File: src/hw/rtl/cdda_pkg.sv
// Shared types and codes for the clamped DDA line rasterizer.
package cdda_pkg;

  localparam int POS_W = 17;
  localparam int CLAMP_W = 18;
  localparam int CFG_IDX_W = 3;
  localparam int CFG_DATA_W = 13;
  localparam int COORD_W = 16;
  localparam int COLOR_W = 8;

  localparam logic CMD_START = 1'b0;
  localparam logic CMD_STEP = 1'b1;

  localparam logic [CFG_IDX_W-1:0] REG_WIDTH = 3'd0;
  localparam logic [CFG_IDX_W-1:0] REG_HEIGHT = 3'd1;
  localparam logic [CFG_IDX_W-1:0] REG_RED = 3'd2;
  localparam logic [CFG_IDX_W-1:0] REG_GREEN = 3'd3;
  localparam logic [CFG_IDX_W-1:0] REG_BLUE = 3'd4;

  localparam logic [CFG_DATA_W-1:0] DIM_RESET = 13'd4096;
  localparam logic [COLOR_W-1:0] RED_RESET = 8'd0;
  localparam logic [COLOR_W-1:0] GREEN_RESET = 8'd0;
  localparam logic [COLOR_W-1:0] BLUE_RESET = 8'd255;

  typedef enum logic [1:0] {
    ST_IDLE,
    ST_DIV,
    ST_EMIT
  } state_t;

endpackage

File: src/hw/rtl/clamped_dda_line_rasterizer_core.sv
// Top level of the clamped DDA line rasterizer: slope divider, walk state and pixel output.
// A start beat computes the slope with a restoring divider that produces one quotient bit
// per cycle; a start passes through capture, FRAC_BITS+1 divide steps and emit, while
// a start whose endpoints coincide skips the divider. A step beat passes through advance
// and emit, or emits a no-line beat when no line is active. One beat is in flight at a time;
// the result waits in an output register, and the next input beat is taken while it is stalled there.
module clamped_dda_line_rasterizer_core #(
  parameter int FRAC_BITS = 16,
  parameter int MAX_DIM = 4096
) (
  input  logic                                 clk,
  input  logic                                 rst_n,
  input  logic                                 cfg_we,
  input  logic [cdda_pkg::CFG_IDX_W-1:0]       cfg_index,
  input  logic [cdda_pkg::CFG_DATA_W-1:0]      cfg_data,
  input  logic                                 in_valid,
  output logic                                 in_stall,
  input  logic                                 in_cmd,
  input  logic signed [cdda_pkg::COORD_W-1:0]  in_start_x,
  input  logic signed [cdda_pkg::COORD_W-1:0]  in_start_y,
  input  logic signed [cdda_pkg::COORD_W-1:0]  in_end_x,
  input  logic signed [cdda_pkg::COORD_W-1:0]  in_end_y,
  output logic                                 out_valid,
  input  logic                                 out_stall,
  output logic [$clog2(MAX_DIM)-1:0]           out_pixel_x,
  output logic [$clog2(MAX_DIM)-1:0]           out_pixel_y,
  output logic [cdda_pkg::COLOR_W-1:0]         out_red,
  output logic [cdda_pkg::COLOR_W-1:0]         out_green,
  output logic [cdda_pkg::COLOR_W-1:0]         out_blue,
  output logic                                 out_last_pixel,
  output logic                                 out_no_line
);

  localparam int PIX_W = $clog2(MAX_DIM);
  localparam int ACC_W = FRAC_BITS + 18;
  localparam int Q_W = FRAC_BITS + 1;
  localparam int SLOPE_W = FRAC_BITS + 2;
  localparam int CNT_W = $clog2(FRAC_BITS + 1);
  localparam int POS_W = cdda_pkg::POS_W;
  localparam int CW = cdda_pkg::CLAMP_W;

  cdda_pkg::state_t state_r, state_nxt;

  logic [cdda_pkg::CFG_DATA_W-1:0] width_r, width_nxt;
  logic [cdda_pkg::CFG_DATA_W-1:0] height_r, height_nxt;
  logic [cdda_pkg::COLOR_W-1:0] red_r, red_nxt;
  logic [cdda_pkg::COLOR_W-1:0] green_r, green_nxt;
  logic [cdda_pkg::COLOR_W-1:0] blue_r, blue_nxt;

  logic line_active_r, line_active_nxt;
  logic major_is_x_r, major_is_x_nxt;
  logic no_line_r, no_line_nxt;
  logic signed [POS_W-1:0] pos_r, pos_nxt;
  logic signed [POS_W-1:0] end_r, end_nxt;
  logic signed [ACC_W-1:0] acc_r, acc_nxt;
  logic signed [SLOPE_W-1:0] slope_r, slope_nxt;

  logic [POS_W-1:0] div_r, div_nxt;
  logic [POS_W:0] rem_r, rem_nxt;
  logic [Q_W-1:0] q_r, q_nxt;
  logic neg_r, neg_nxt;
  logic [CNT_W-1:0] cnt_r, cnt_nxt;

  logic out_valid_r, out_valid_nxt;
  logic [PIX_W-1:0] px_r, px_nxt;
  logic [PIX_W-1:0] py_r, py_nxt;
  logic [cdda_pkg::COLOR_W-1:0] ored_r, ored_nxt;
  logic [cdda_pkg::COLOR_W-1:0] ogreen_r, ogreen_nxt;
  logic [cdda_pkg::COLOR_W-1:0] oblue_r, oblue_nxt;
  logic olast_r, olast_nxt;
  logic onl_r, onl_nxt;

  logic in_take;
  logic signed [POS_W-1:0] dx, dy;
  logic [POS_W-1:0] ax, ay;
  logic maj_x;
  logic signed [cdda_pkg::COORD_W-1:0] a0, a1, b0, b1, bs;
  logic signed [POS_W-1:0] dmaj, dmin;
  logic [POS_W:0] trial;
  logic ge;
  logic [PIX_W-1:0] lim_x, lim_y, lim_maj, lim_min;
  logic [PIX_W-1:0] maj_pix, min_pix;
  logic last;
  logic out_free;

  function automatic logic [PIX_W-1:0] clamp_pix(logic [CW-1:0] c, logic [PIX_W-1:0] lim);
    logic [PIX_W-1:0] r;
    if (c[CW-1]) begin
      r = '0;
    end else if (c[CW-2:0] > (CW-1)'(lim)) begin
      r = lim;
    end else begin
      r = c[PIX_W-1:0];
    end
    return r;
  endfunction

  assign in_stall = (state_r != cdda_pkg::ST_IDLE);
  assign in_take = in_valid && !in_stall;
  assign out_free = !out_valid_r || !out_stall;

  always_comb begin
    if (width_r == '0) begin
      lim_x = '0;
    end else if (32'(width_r) > 32'(MAX_DIM)) begin
      lim_x = PIX_W'(MAX_DIM - 1);
    end else begin
      lim_x = PIX_W'(width_r - 1'b1);
    end
    if (height_r == '0) begin
      lim_y = '0;
    end else if (32'(height_r) > 32'(MAX_DIM)) begin
      lim_y = PIX_W'(MAX_DIM - 1);
    end else begin
      lim_y = PIX_W'(height_r - 1'b1);
    end
  end

  always_comb begin
    dx = {in_end_x[15], in_end_x} - {in_start_x[15], in_start_x};
    dy = {in_end_y[15], in_end_y} - {in_start_y[15], in_start_y};
    ax = dx[POS_W-1] ? -dx : dx;
    ay = dy[POS_W-1] ? -dy : dy;
    maj_x = (ax >= ay);
    if (maj_x) begin
      dmaj = dx;
      dmin = dy;
      a0 = in_start_x;
      a1 = in_end_x;
      b0 = in_start_y;
      b1 = in_end_y;
    end else begin
      dmaj = dy;
      dmin = dx;
      a0 = in_start_y;
      a1 = in_end_y;
      b0 = in_start_x;
      b1 = in_end_x;
    end
    bs = (a0 <= a1) ? b0 : b1;
  end

  always_comb begin
    trial = (cnt_r == '0) ? rem_r : {rem_r[POS_W-1:0], 1'b0};
    ge = (trial >= {1'b0, div_r});
  end

  always_comb begin
    lim_maj = major_is_x_r ? lim_x : lim_y;
    lim_min = major_is_x_r ? lim_y : lim_x;
    maj_pix = clamp_pix({pos_r[POS_W-1], pos_r}, lim_maj);
    min_pix = clamp_pix(acc_r[ACC_W-1:FRAC_BITS], lim_min);
    last = (pos_r >= end_r);
  end

  always_comb begin
    state_nxt = state_r;
    width_nxt = width_r;
    height_nxt = height_r;
    red_nxt = red_r;
    green_nxt = green_r;
    blue_nxt = blue_r;
    line_active_nxt = line_active_r;
    major_is_x_nxt = major_is_x_r;
    no_line_nxt = no_line_r;
    pos_nxt = pos_r;
    end_nxt = end_r;
    acc_nxt = acc_r;
    slope_nxt = slope_r;
    div_nxt = div_r;
    rem_nxt = rem_r;
    q_nxt = q_r;
    neg_nxt = neg_r;
    cnt_nxt = cnt_r;
    out_valid_nxt = out_valid_r && out_stall;
    px_nxt = px_r;
    py_nxt = py_r;
    ored_nxt = ored_r;
    ogreen_nxt = ogreen_r;
    oblue_nxt = oblue_r;
    olast_nxt = olast_r;
    onl_nxt = onl_r;

    if (cfg_we) begin
      unique case (cfg_index)
        cdda_pkg::REG_WIDTH:  width_nxt = cfg_data;
        cdda_pkg::REG_HEIGHT: height_nxt = cfg_data;
        cdda_pkg::REG_RED:    red_nxt = cfg_data[cdda_pkg::COLOR_W-1:0];
        cdda_pkg::REG_GREEN:  green_nxt = cfg_data[cdda_pkg::COLOR_W-1:0];
        cdda_pkg::REG_BLUE:   blue_nxt = cfg_data[cdda_pkg::COLOR_W-1:0];
        default: ;
      endcase
    end

    unique case (state_r)
      cdda_pkg::ST_IDLE: begin
        if (in_take) begin
          if (in_cmd == cdda_pkg::CMD_START) begin
            no_line_nxt = 1'b0;
            major_is_x_nxt = maj_x;
            if (a0 <= a1) begin
              pos_nxt = {a0[15], a0};
              end_nxt = {a1[15], a1};
            end else begin
              pos_nxt = {a1[15], a1};
              end_nxt = {a0[15], a0};
            end
            acc_nxt = {{(ACC_W-cdda_pkg::COORD_W-FRAC_BITS){bs[15]}}, bs, {FRAC_BITS{1'b0}}};
            div_nxt = maj_x ? ax : ay;
            rem_nxt = {1'b0, maj_x ? ay : ax};
            neg_nxt = dmaj[POS_W-1] ^ dmin[POS_W-1];
            q_nxt = '0;
            cnt_nxt = '0;
            slope_nxt = '0;
            state_nxt = (dmaj == '0) ? cdda_pkg::ST_EMIT : cdda_pkg::ST_DIV;
          end else if (!line_active_r) begin
            no_line_nxt = 1'b1;
            state_nxt = cdda_pkg::ST_EMIT;
          end else begin
            no_line_nxt = 1'b0;
            pos_nxt = pos_r + 1'b1;
            acc_nxt = acc_r + ACC_W'(slope_r);
            state_nxt = cdda_pkg::ST_EMIT;
          end
        end
      end
      cdda_pkg::ST_DIV: begin
        rem_nxt = ge ? (trial - {1'b0, div_r}) : trial;
        q_nxt = {q_r[Q_W-2:0], ge};
        cnt_nxt = cnt_r + 1'b1;
        if (cnt_r == CNT_W'(FRAC_BITS)) begin
          slope_nxt = neg_r ? -$signed({1'b0, q_nxt}) : $signed({1'b0, q_nxt});
          state_nxt = cdda_pkg::ST_EMIT;
        end
      end
      cdda_pkg::ST_EMIT: begin
        if (out_free) begin
          out_valid_nxt = 1'b1;
          if (no_line_r) begin
            px_nxt = '0;
            py_nxt = '0;
            ored_nxt = '0;
            ogreen_nxt = '0;
            oblue_nxt = '0;
            olast_nxt = 1'b0;
            onl_nxt = 1'b1;
          end else begin
            px_nxt = major_is_x_r ? maj_pix : min_pix;
            py_nxt = major_is_x_r ? min_pix : maj_pix;
            ored_nxt = red_r;
            ogreen_nxt = green_r;
            oblue_nxt = blue_r;
            olast_nxt = last;
            onl_nxt = 1'b0;
            line_active_nxt = !last;
          end
          state_nxt = cdda_pkg::ST_IDLE;
        end
      end
      default: state_nxt = cdda_pkg::ST_IDLE;
    endcase
  end

  always_ff @(posedge clk) begin
    if (!rst_n) begin
      state_r <= cdda_pkg::ST_IDLE;
      width_r <= cdda_pkg::DIM_RESET;
      height_r <= cdda_pkg::DIM_RESET;
      red_r <= cdda_pkg::RED_RESET;
      green_r <= cdda_pkg::GREEN_RESET;
      blue_r <= cdda_pkg::BLUE_RESET;
      line_active_r <= 1'b0;
      out_valid_r <= 1'b0;
    end else begin
      state_r <= state_nxt;
      width_r <= width_nxt;
      height_r <= height_nxt;
      red_r <= red_nxt;
      green_r <= green_nxt;
      blue_r <= blue_nxt;
      line_active_r <= line_active_nxt;
      out_valid_r <= out_valid_nxt;
    end
  end

  always_ff @(posedge clk) begin
    major_is_x_r <= major_is_x_nxt;
    no_line_r <= no_line_nxt;
    pos_r <= pos_nxt;
    end_r <= end_nxt;
    acc_r <= acc_nxt;
    slope_r <= slope_nxt;
    div_r <= div_nxt;
    rem_r <= rem_nxt;
    q_r <= q_nxt;
    neg_r <= neg_nxt;
    cnt_r <= cnt_nxt;
    px_r <= px_nxt;
    py_r <= py_nxt;
    ored_r <= ored_nxt;
    ogreen_r <= ogreen_nxt;
    oblue_r <= oblue_nxt;
    olast_r <= olast_nxt;
    onl_r <= onl_nxt;
  end

  assign out_valid = out_valid_r;
  assign out_pixel_x = px_r;
  assign out_pixel_y = py_r;
  assign out_red = ored_r;
  assign out_green = ogreen_r;
  assign out_blue = oblue_r;
  assign out_last_pixel = olast_r;
  assign out_no_line = onl_r;

  a_div_rem_bound: assert property (@(posedge clk) disable iff (!rst_n)
    (state_r == cdda_pkg::ST_DIV) |-> (rem_r <= {1'b0, div_r}))
    else $error("divider remainder exceeds divisor");

  a_no_line_zero: assert property (@(posedge clk) disable iff (!rst_n)
    (out_valid && out_no_line) |-> (out_pixel_x == '0 && out_pixel_y == '0 &&
      !out_last_pixel && out_red == '0 && out_green == '0 && out_blue == '0))
    else $error("no-line beat carries pixel data");

  a_emit_clears_active: assert property (@(posedge clk) disable iff (!rst_n)
    (state_r == cdda_pkg::ST_EMIT && out_free && !no_line_r && last) |=> !line_active_r)
    else $error("line still active after its last pixel");

  a_busy_stalls: assert property (@(posedge clk) disable iff (!rst_n)
    (state_r == cdda_pkg::ST_DIV || state_r == cdda_pkg::ST_EMIT) |-> in_stall)
    else $error("input taken while a beat is in flight");

endmodule
File: config.mk
export PLATFORM = sky130hd
export DESIGN_NAME = clamped_dda_line_rasterizer_core
export DESIGN_NICKNAME = d
export VERILOG_FILES = /design/src/hw/rtl/cdda_pkg.sv /design/src/hw/rtl/clamped_dda_line_rasterizer_core.sv
export SDC_FILE = /design/constraint.sdc
export NUM_CORES = 1
export LEC_CHECK = 0
export ABC_CLOCK_PERIOD_IN_PS = 18400
export BUFFER_PORTS_ARGS = -buffer_cell sky130_fd_sc_hd__buf_2
export CAP_MARGIN = 20
export CORE_MARGIN = 5
export CORE_UTILIZATION = 45
export CTS_BUF_LIST = sky130_fd_sc_hd__clkbuf_4 sky130_fd_sc_hd__clkbuf_8
export DETAILED_ROUTE_END_ITERATION = 12
export PLACE_DENSITY_LB_ADDON = 0.05
export SETUP_SLACK_MARGIN = 0.4
export SKIP_LAST_GASP = 1
export SLEW_MARGIN = 20
export SYNTH_ARGS = -nofsm -noshare
export SYNTH_HDL_FRONTEND = slang
export SYNTH_SLANG_ARGS = --single-unit
File: constraint.sdc
create_clock -name clk -period 18.4 [get_ports clk]
set_clock_uncertainty 0.05 [all_clocks]
set_input_delay 1.84 -clock clk [delete_from_list [all_inputs] [get_ports clk]]
set_output_delay 1.84 -clock clk [all_outputs]
set_load 0.03 [all_outputs]
==> results of run 1 <==
-- worst reg2reg max path: cells and delay by family (launching register included) --
| family | cells | cell delay (ns) |
|---|---|---|
| AND/OR/NAND/NOR | 9 | 3.16 |
| AO/OA/AOI/OAI | 10 | 2.13 |
| adder cells (fa/ha/maj) | 1 | 0.25 |
| flip-flops | 1 | 0.38 |
-- worst max path at each step --
stage                  startpoint        end  slack (ns)  cells past startpoint
floorplan           in_start_x[5]  end_r[10]        9.12                     36
global placement    in_start_x[7]  acc_r[31]        6.64                     35
detailed placement  in_start_x[7]  acc_r[31]        6.45                     35
CTS                 in_start_x[7]  acc_r[31]        7.16                     35
global route        in_start_x[7]  acc_r[32]        6.34                     35
finish              in_start_x[7]  acc_r[31]        7.04                     35
-- layout by cell type (no fill, tap or decap), drive strengths merged, types with 26 or more instances in the layout --
cell type / count
a211oi: 38
a21boi: 45
a21o: 37
a21oi: 179
a221oi: 26
and2: 27
buf: 155
clkbuf: 66
dfxtp: 54
edfxtp: 194
ha: 165
inv: 127
mux2: 26
mux2i: 72
nand2: 223
nand2b: 26
nand3: 60
nor2: 184
nor2b: 55
nor3: 46
o211ai: 26
o21a: 26
o21ai: 146
xnor2: 77
xor2: 57
-- cells in the mapped netlist (all sizes together) (8+ instances only) --
cell	instances	share of area [%]
a211oi	38	1.4
a21boi	45	1.7
a21o	37	1.4
a21oi	179	4.4
a221oi	26	1.6
a31oi	21	0.68
and2	27	0.83
and3	12	0.37
buf	25	0.90
clkbuf	78	1.4
dfxtp	54	5.3
edfxtp	194	29
ha	165	10
inv	125	2.3
mux2	26	1.4
mux2i	72	3.5
nand2	223	4.1
nand2b	26	0.80
nand3	60	1.5
nand3b	17	0.65
nand4	24	0.74
nor2	184	3.5
nor2b	55	1.7
nor3	46	1.2
nor4	24	0.74
o211ai	26	0.99
o21a	26	0.96
o21ai	146	3.6
o22ai	8	0.31
o31ai	8	0.36
or2	10	0.31
or3	17	0.52
xnor2	77	3.4
xor2	57	2.5
-- power groups by stage --
| stage | registers (mW) | clock network [mW] | logic [mW] |
|---|---|---|---|
| floorplan | 0.994 | 0 | 1.70 |
| global placement | 0.980 | 0 | 2.24 |
| detailed placement | 0.981 | 0 | 2.27 |
| CTS | 0.970 | 0.604 | 2.28 |
| global route | 0.987 | 0.629 | 2.53 |
| finish | 0.970 | 0.585 | 2.28 |
-- per-stage QoR --
step / hold slack (ns) / power, mW / cells / util (%)
after floorplan: 0.383 / 2.69 / 2284 / -
after global placement: 0.394 / 3.22 / 2928 / 48.4
after detailed placement: 0.398 / 3.25 / 2928 / 48.4
after CTS: 0.413 / 3.85 / 3011 / 50.6
after global routing: 0.434 / 4.14 / 3012 / 50.7
final: 0.409 / 3.84 / 3012 / 50.7
-- flip-flops by register name, summed over array words and instances, names as in the netlist, 8 cells and up --
| name | count |
|---|---|
| acc_r | 34 |
| out_pixel_x | 12 |
| slope_r | 18 |
| green_r | 8 |
| out_green | 8 |
| height_r | 13 |
| out_pixel_y | 12 |
| div_r | 17 |
| rem_r | 18 |
| out_blue | 8 |
| out_red | 8 |
| width_r | 13 |
| pos_r | 17 |
| red_r | 8 |
| q_r | 16 |
| blue_r | 8 |
| end_r | 16 |
-- layer usage --
metal | up-vias | share of wire, %
met3 | 91 | 5.6
li1 | 8647 | -
met4 | 0 | 2.5
met5 | - | 0
met2 | 494 | 47
met1 | 8382 | 44
-- logic make-up (layout without fill, tap and decap cells) --
| kind of cell | count (synthesis) | in the layout | share of synthesized area (%) |
|---|---|---|---|
| AOI/OAI and AO/OA | 651 | 651 | 21.7 |
| xor gates and xnor gates | 134 | 134 | 5.91 |
| adders and majority gates | 169 | 169 | 10.6 |
| buffers and inverters | 230 | 365 | 4.70 |
| DFF | 248 | 248 | 34.0 |
| muxes | 98 | 98 | 4.99 |
| other | 0 | 1 | 0 |
| and+or+nand+nor | 754 | 754 | 18.2 |
-- layout make-up --
cell class	count	area [um^2]	share of cell area, %
Clock inverter	17	184	0.818
Tap cell	592	741	3.29
Timing Repair Buffer	155	821	3.65
Clock buffer	66	821	3.65
Antenna cell	1	2.50	0.0111
Sequential cell	248	6910	30.7
Multi-Input combinational cell	1806	12500	55.8
Inverter	127	479	2.13
==> metrics.csv, run 1 <==
metric,value,unit
combinational power share,59.5,%
wire length per cell,20.2,um
ys flop type,edfxtp_1,
first-pass iteration count of the detailed router,5,
Syn Nets,2539,
FF-to-FF End,out_pixel_y[2],
Int Power,2.06,mW
Area Growth Syn to Fin,10.7,%
Core Box Area,44400,um^2
R2R depth,20,
maximum vdd drop,0.138,mV
max-slew violations,0,
Setup Buffers After CTS,0,
Die H,222,um
Total GRT Usage,23.7,%
crit path max fanout,67,
Final Hold Viols,0,
Net Sw Power,1.78,mW
hold endpoint,red_r[6],
via count,17600,
die area,49500,um^2
met1 Usage GRT,32.1,%
Top delay family on crit path,compound AO/OA/AOI/OAI gates,
Clock H-tree levels,2,
# fillers,4231,
Max Root-Sink Buffers,3,
RSZ-0062 raised after global routing,false,
clock buffer count from CTS,45,
status,finished clean,
Row Count,77,
grt met3 use,3.76,%
CTS tree,done,
DP Area,21500,um^2
CP peak stage delay,0.78,ns
pin count of the biggest net entering global routing,68,
grt ovf,0,
CP bufs+invs,5,
Via density,5.85,
TNS Setup,0,ns
"Design Area, Final",22500,um^2
Sw Ratio,46.4,%
register area share after synthesis,34.0,%
share of post-route cells with drive strength above 1,13.5,%
clock root buffer master,clkbuf_8,
vias in the first global route,17000,
Crit. End Element,register,
CP most frequent cell,a21oi_1,
Cells after Synth,2284,
synthesized area per cell,8.90,um^2
"FFs w/ async S/R, synth",0,%
GPL Wtd Cong,0.909,
number of flops mapped to enable cells by yosys,194,
"Data arrival, critical path",11.68,ns
max_slew headroom,34.7,%
post-route minimum period,11.36,ns
Synth cell types,97,
Critical Path RT,18.72,ns
Worst R2R Start,height_r[2],
DRC errors left,0,
Starting DRT DRC Count,1301,
Max Freq,88.0,MHz
initial antenna violation count,1,
Hold WC Path Type,reg -> reg,
met2 Resource Use GR,39.8,%
clock power share,15.2,%
IO Pins,138,
Cells on Worst Hold Path,2,
latest clock arrival within the worst-skew pair,0.62,ns
Final nets,2638,
hold-fix buffers at CTS,0,
pwr/cell area,171,nW/um^2
Ys Warns,0,
post-route ant nets,0,
Setup WS post-layout,7.04,ns
Most Crowded Layer GR,met2,
CP Launch Type,input pin,
Seq pwr share,25.3,%
worst reg2reg setup slack,12.28,ns
HP Start,red_r[6],
Crit-path slowest cell,a41oi_4,
critical path class,in -> reg,
post-cts sizing count,0,
worst-margin pin slew,0.976,ns
MaxCap Viol Count,0,
fin crit share,61.7,%
leakage power,9.14,nW
final WL,60.8,mm
count of buffers from port buffering,137,
Post-DP HPWL,46.1,mm
dpl ws,6.45,ns
register bit total from synthesis,248,
Syn Std Cell Area,20300,um^2
first-pass GRT wire length,95.2,mm
Sink Count,248,
Final Setup Violations,0,
die width,222,um
Worst-path clk slew,0.06,ns
Initial Utilization,45.7,%
No activity file was read; power rests on OpenSTA's default activity.
==> run 2: changes to the inputs <==
--- a/config.mk
+++ b/config.mk
@@ -5,7 +5,7 @@
 export SDC_FILE = /design/constraint.sdc
 export NUM_CORES = 1
 export LEC_CHECK = 0
-export ABC_CLOCK_PERIOD_IN_PS = 18400
+export ABC_CLOCK_PERIOD_IN_PS = 10700
 export BUFFER_PORTS_ARGS = -buffer_cell sky130_fd_sc_hd__buf_2
 export CAP_MARGIN = 20
 export CORE_MARGIN = 5
==> constraint.sdc (replaced) <==
create_clock -name clk -period 10.7 [get_ports clk]
set_clock_uncertainty 0.05 [all_clocks]
set_input_delay 1.07 -clock clk [delete_from_list [all_inputs] [get_ports clk]]
set_output_delay 1.07 -clock clk [all_outputs]
set_load 0.03 [all_outputs]
==> metrics.csv, run 2 (synthesis gave the netlist of run 1 again) <==
metric,value,unit,change
status,finished clean,,
leakage power,9.13,nW,about the same
GPL Wtd Cong,0.928,,+2.0%
IO Pins,138,,unchanged
"Data arrival, critical path",9.84,ns,-1.84 ns
Final Setup Violations,0,,unchanged
max-slew violations,0,,unchanged
Sink Count,248,,unchanged
TNS Setup,0,ns,unchanged
Crit-path slowest cell,a2111oi_1,,
max reg flops,34,,unchanged
via count,17700,,+0.35%
MaxCap Viol Count,0,,unchanged
worst-margin pin slew,0.967,ns,-0.00919 ns
worst reg2reg setup slack,4.74,ns,-7.54 ns
Crit. End Element,register,,
Top delay family on crit path,compound AO/OA/AOI/OAI gates,,
Total GRT Usage,24.1,%,+0.38 points
"commonest cells after routing, fill and taps aside","nand2_1, edfxtp_1, nor2_1",,
latest clock arrival within the worst-skew pair,0.60,ns,-0.02 ns
Final Hold Viols,0,,unchanged
count of buffers from port buffering,137,,unchanged
Final nets,2649,,+0.42%
"Design Area, Final",22500,um^2,about the same
hold-fix buffers at CTS,0,,unchanged
maximum vdd drop,0.179,mV,+30%
vias in the first global route,17100,,+0.48%
DRC errors left,0,,unchanged
Max Root-Sink Buffers,3,,unchanged
Biggest register,acc_r,,
Post-DP HPWL,47.4,mm,+2.8%
post-route ant nets,0,,unchanged
Hold WC Path Type,reg -> reg,,
Starting DRT DRC Count,1335,,+2.6%
Row Count,77,,unchanged
grt ovf,0,,unchanged
Final Non-Filler Cells,3020,,+0.27%
RSZ-0062 raised after global routing,false,,
Clock H-tree levels,2,,unchanged
R2R depth,20,,unchanged
pin count of the biggest net entering global routing,60,,-12%
post-route minimum period,9.57,ns,
die area,49500,um^2,unchanged
Initial Utilization,45.7,%,unchanged
DP Area,21600,um^2,+0.52%
first-pass iteration count of the detailed router,5,,unchanged
pwr/cell area,294,nW/um^2,+72%
initial antenna violation count,1,,unchanged
clock buffer count from CTS,46,,+2.2%
instance count on the critical path,34,,-2.9%
fin crit share,89.4,%,
crit path from,in_start_x[7],,
dpl ws,0.518,ns,-5.94 ns
share of post-route cells with drive strength above 1,13.5,%,+0.038 points
Die H,222,um,unchanged
"commonest non-fill, non-tap cell in the layout",nand2_1,,
CP peak stage delay,0.61,ns,-0.17 ns
Setup WS post-layout,1.13,ns,-5.91 ns
CP bufs+invs,5,,unchanged
crit path max fanout,48,,-28%
biggest regs,"acc_r (34), rem_r (18), slope_r (18)",,
Via density,5.85,,about the same
die width,222,um,unchanged
CTS tree,done,,
Worst R2R Start,height_r[2],,
Area Growth Syn to Fin,10.7,%,about the same
CP Launch Type,input pin,,
Setup Buffers After CTS,0,,unchanged
wire length per cell,20.5,um,+1.6%
Max Freq,105,MHz,
critical path class,in -> reg,,
first-pass GRT wire length,96.3,mm,+1.2%
Placed Cells,2938,,+0.34%
post-cts sizing count,0,,unchanged
Worst-path clk slew,0.07,ns,about the same
Core Box Area,44400,um^2,unchanged
max_slew headroom,35.5,%,+0.82 points
Critical Path RT,10.97,ns,-7.75 ns
clock root buffer master,clkbuf_8,,
FF-to-FF End,out_pixel_y[2],,
crit path to,acc_r[16],,
final WL,62.0,mm,+1.9%
[run 2: changes by cell type in the layout (fill, tap and decap cells not counted), sizes merged]
cell and delta:
buf +10, clkbuf -7, clkinv +6, clkinvlp +2, inv -2, bufinv -1
[run 2: power by group]
| group | internal, mW | total, mW | switching (mW) |
|---|---|---|---|
| Clock | 0.495 | 0.907 | 0.412 |
| Combinational | 1.53 | 4.02 | 2.49 |
| Sequential | 1.48 | 1.68 | 0.194 |
[run 2: how the worst min path moves through the flow]
| stage | start | to | slack [ns] | cells after the start |
|---|---|---|---|---|
| 2_1_floorplan | blue_r[0] | blue_r[0] | 0.38 | 2 |
| 6_report | red_r[7] | red_r[7] | 0.41 | 2 |
| 3_5_place_dp | blue_r[1] | blue_r[1] | 0.40 | 2 |
| 3_3_place_gp | blue_r[1] | blue_r[1] | 0.39 | 2 |
| 4_1_cts | red_r[7] | red_r[7] | 0.41 | 2 |
| 5_1_grt | blue_r[3] | blue_r[3] | 0.43 | 2 |
[run 2: stage by stage]
step | power (mW) | hold WS [ns] | utilization (%)
floorplan | 4.63 | 0.383 | -
global placement | 5.62 | 0.391 | 48.6
detailed placement | 5.67 | 0.401 | 48.6
CTS | 6.61 | 0.411 | 50.6
global route | 7.11 | 0.433 | 50.7
finish | 6.61 | 0.408 | 50.7
[run 2: metal layers]
metal  up-vias  wire length [um]  part of all wire [%]  GRT usage [%]
met2       482             29000                    47           40.3
met1      8438             28100                    45           33.0
met4         0              1740                   2.8           7.15
met5         -                 0                     0              0
met3       103              3160                   5.1           2.72
li1       8653                 -                     -              -
[run 2: layout make-up]
cell class | instances | area, um^2
fill | 4224 | 21900
multi-input combinational | 1806 | 12500
sequential | 248 | 6910
timing repair buffer | 165 | 928
tap | 592 | 741
clock buffer | 59 | 731
inverter | 127 | 479
clock inverter | 22 | 163
antenna | 1 | 2.50
[run 2: tightest hold or removal path: cells and delay by family, from the launching register on]
| kind | cells | cell delay (ns) |
|---|---|---|
| DFF | 1 | 0.30 |
| and+or+nand+nor | 1 | 0.04 |
| AOI/OAI and AO/OA | 1 | 0.06 |
==> run 3: changes to the inputs <==
--- a/config.mk
+++ b/config.mk
@@ -9,7 +9,7 @@
 export BUFFER_PORTS_ARGS = -buffer_cell sky130_fd_sc_hd__buf_2
 export CAP_MARGIN = 20
 export CORE_MARGIN = 5
-export CORE_UTILIZATION = 45
+export CORE_UTILIZATION = 55
 export CTS_BUF_LIST = sky130_fd_sc_hd__clkbuf_4 sky130_fd_sc_hd__clkbuf_8
 export DETAILED_ROUTE_END_ITERATION = 12
 export PLACE_DENSITY_LB_ADDON = 0.05
==> metrics.csv, run 3 (synthesis gave the netlist of run 1 again) <==
metric,value,unit,change
status,finished clean,,
vias in the first global route,17100,,+0.28%
"commonest non-fill, non-tap cell in the layout",nand2_1,,
Max Freq,108,MHz,+3.4%
CP Launch Type,input pin,,
maximum vdd drop,0.329,mV,+84%
max reg flops,34,,unchanged
count of buffers from port buffering,137,,unchanged
die area,40900,um^2,-17%
share of post-route cells with drive strength above 1,13.7,%,+0.16 points
Antenna Cells,0,,-1
biggest regs,"acc_r (34), rem_r (18), slope_r (18)",,
post-route ant nets,0,,unchanged
DRC errors left,0,,unchanged
"Data arrival, critical path",9.51,ns,-0.33 ns
Sink Count,248,,unchanged
final WL,58.3,mm,-6.0%
CP bufs+invs,6,,+1
max-slew violations,0,,unchanged
clock root buffer master,clkbuf_8,,
routed length on met2,27.2,mm,-6.1%
latest clock arrival within the worst-skew pair,0.60,ns,about the same
Final nets,2647,,-0.076%
met3 WL,3.55,mm,+12%
RSZ-0062 raised after global routing,false,,
Initial Utilization,55.6,%,+9.9 points
fin util,61.4,%,+11 points
Starting DRT DRC Count,1478,,+11%
Top delay family on crit path,compound AO/OA/AOI/OAI gates,,
Via density,6.14,,+4.8%
Critical Path RT,10.96,ns,about the same
Post-DP HPWL,44.1,mm,-6.9%
Clock H-tree levels,2,,unchanged
Total GRT Usage,27.6,%,+3.6 points
top layer in use,met5,,
Max Root-Sink Buffers,3,,unchanged
via count,17800,,+0.50%
crit path max fanout,31,,-35%
critical path class,in -> reg,,
GPL Wtd Cong,0.965,,+4.1%
fin crit share,86.5,%,-2.9 points
CP peak stage delay,0.63,ns,+0.02 ns
Core Box Area,36500,um^2,-18%
Crit. End Element,register,,
hold-fix buffers at CTS,0,,unchanged
die width,202,um,-9.1%
Met1 Wirelength,25.3,mm,-10%
CTS tree,done,,
Row Count,70,,-9.1%
Biggest register,acc_r,,
hold slack,0.412,ns,+0.00458 ns
Area Growth Syn to Fin,10.3,%,
Hold WC Path Type,reg -> reg,,
Crit-path slowest cell,a2111oi_0,,
initial antenna violation count,1,,unchanged
Final Non-Filler Cells,2895,,-4.1%
first-pass iteration count of the detailed router,5,,unchanged
leakage power,9.18,nW,+0.51%
TNS Setup,0,ns,unchanged
Placed Cells,2814,,-4.2%
Final Setup Violations,0,,unchanged
Setup Buffers After CTS,0,,unchanged
pin count of the biggest net entering global routing,59,,-1.7%
"commonest cells after routing, fill and taps aside","nand2_1, edfxtp_1, nor2_1",,
pwr/cell area,296,nW/um^2,+0.69%
MaxCap Viol Count,0,,unchanged
grt ovf,0,,unchanged
post-route minimum period,9.25,ns,-0.314 ns
worst-margin pin slew,0.950,ns,-0.0172 ns
Final Hold Viols,0,,unchanged
IO Pins,138,,unchanged
max_slew headroom,36.3,%,+0.77 points
post-cts sizing count,0,,unchanged
Setup WS post-layout,1.45,ns,+0.314 ns
Die H,202,um,-9.1%
wire length per cell,20.1,um,-1.9%
dpl ws,0.976,ns,+0.458 ns
first-pass GRT wire length,91.9,mm,-4.6%
Worst-path clk slew,0.06,ns,about the same
clock buffer count from CTS,44,,-4.3%
==> run 3: cell count changes in the layout (fill, tap and decap cells not counted), moves of 2 or more <==
| cell | change |
|---|---|
| clkbuf_4 | +7 |
| bufinv_16 | +2 |
| clkinvlp_4 | -2 |
| clkinv_2 | -4 |
| clkinv_1 | -5 |
| a2111oi_0 | +2 |
==> run 3: path summary, 6_finish.rpt <==
path / startpoint / end / slack [ns] / cells after the start
worst min register to register: green_r[2] / green_r[2] / 0.41 / 2
worst max register to register: height_r[2] / out_pixel_x[5] / 4.69 / 20
worst max-delay path: in_start_x[7] / acc_r[16] / 1.45 / 34
worst min-delay path: green_r[2] / green_r[2] / 0.41 / 2
==> run 3: worst register-to-register path: cells and delay by family (launching register included) <==
kind | cells | cell delay [ns]
AOI/OAI and AO/OA | 11 | 2.39
adders and majority gates | 1 | 0.26
DFF | 1 | 0.37
and+or+nand+nor | 8 | 2.65
==> run 3: where the power goes <==
part	leakage [nW]	internal, mW	switching [mW]	total (mW)
Sequential	2.27	1.48	0.185	1.67
Clock	0.514	0.570	0.408	0.978
Combinational	6.40	1.54	2.45	3.98
==> run 3: metrics by stage <==
step | power [mW] | area, um^2
after floorplan | 4.63 | 20300
after global placement | 5.54 | 21400
after detailed placement | 5.61 | 21400
after CTS | 6.62 | 22400
after global routing | 7.12 | 22400
final | 6.63 | 22400
==> run 3: cell type report <==
class | count | area, um^2
clock inverters | 15 | 189
multi-input cells | 1806 | 12500
inverters | 127 | 479
repair buffers | 165 | 928
flip-flops and latches | 248 | 6910
well taps | 468 | 586
fillers | 3255 | 14100
clock buffers | 66 | 783
==> run 3: routing by layer <==
metal	GRT usage, %	up-vias
met5	0	-
met1	36.5	8359
met4	10.7	2
met3	4.49	144
met2	45.8	602
li1	-	8657
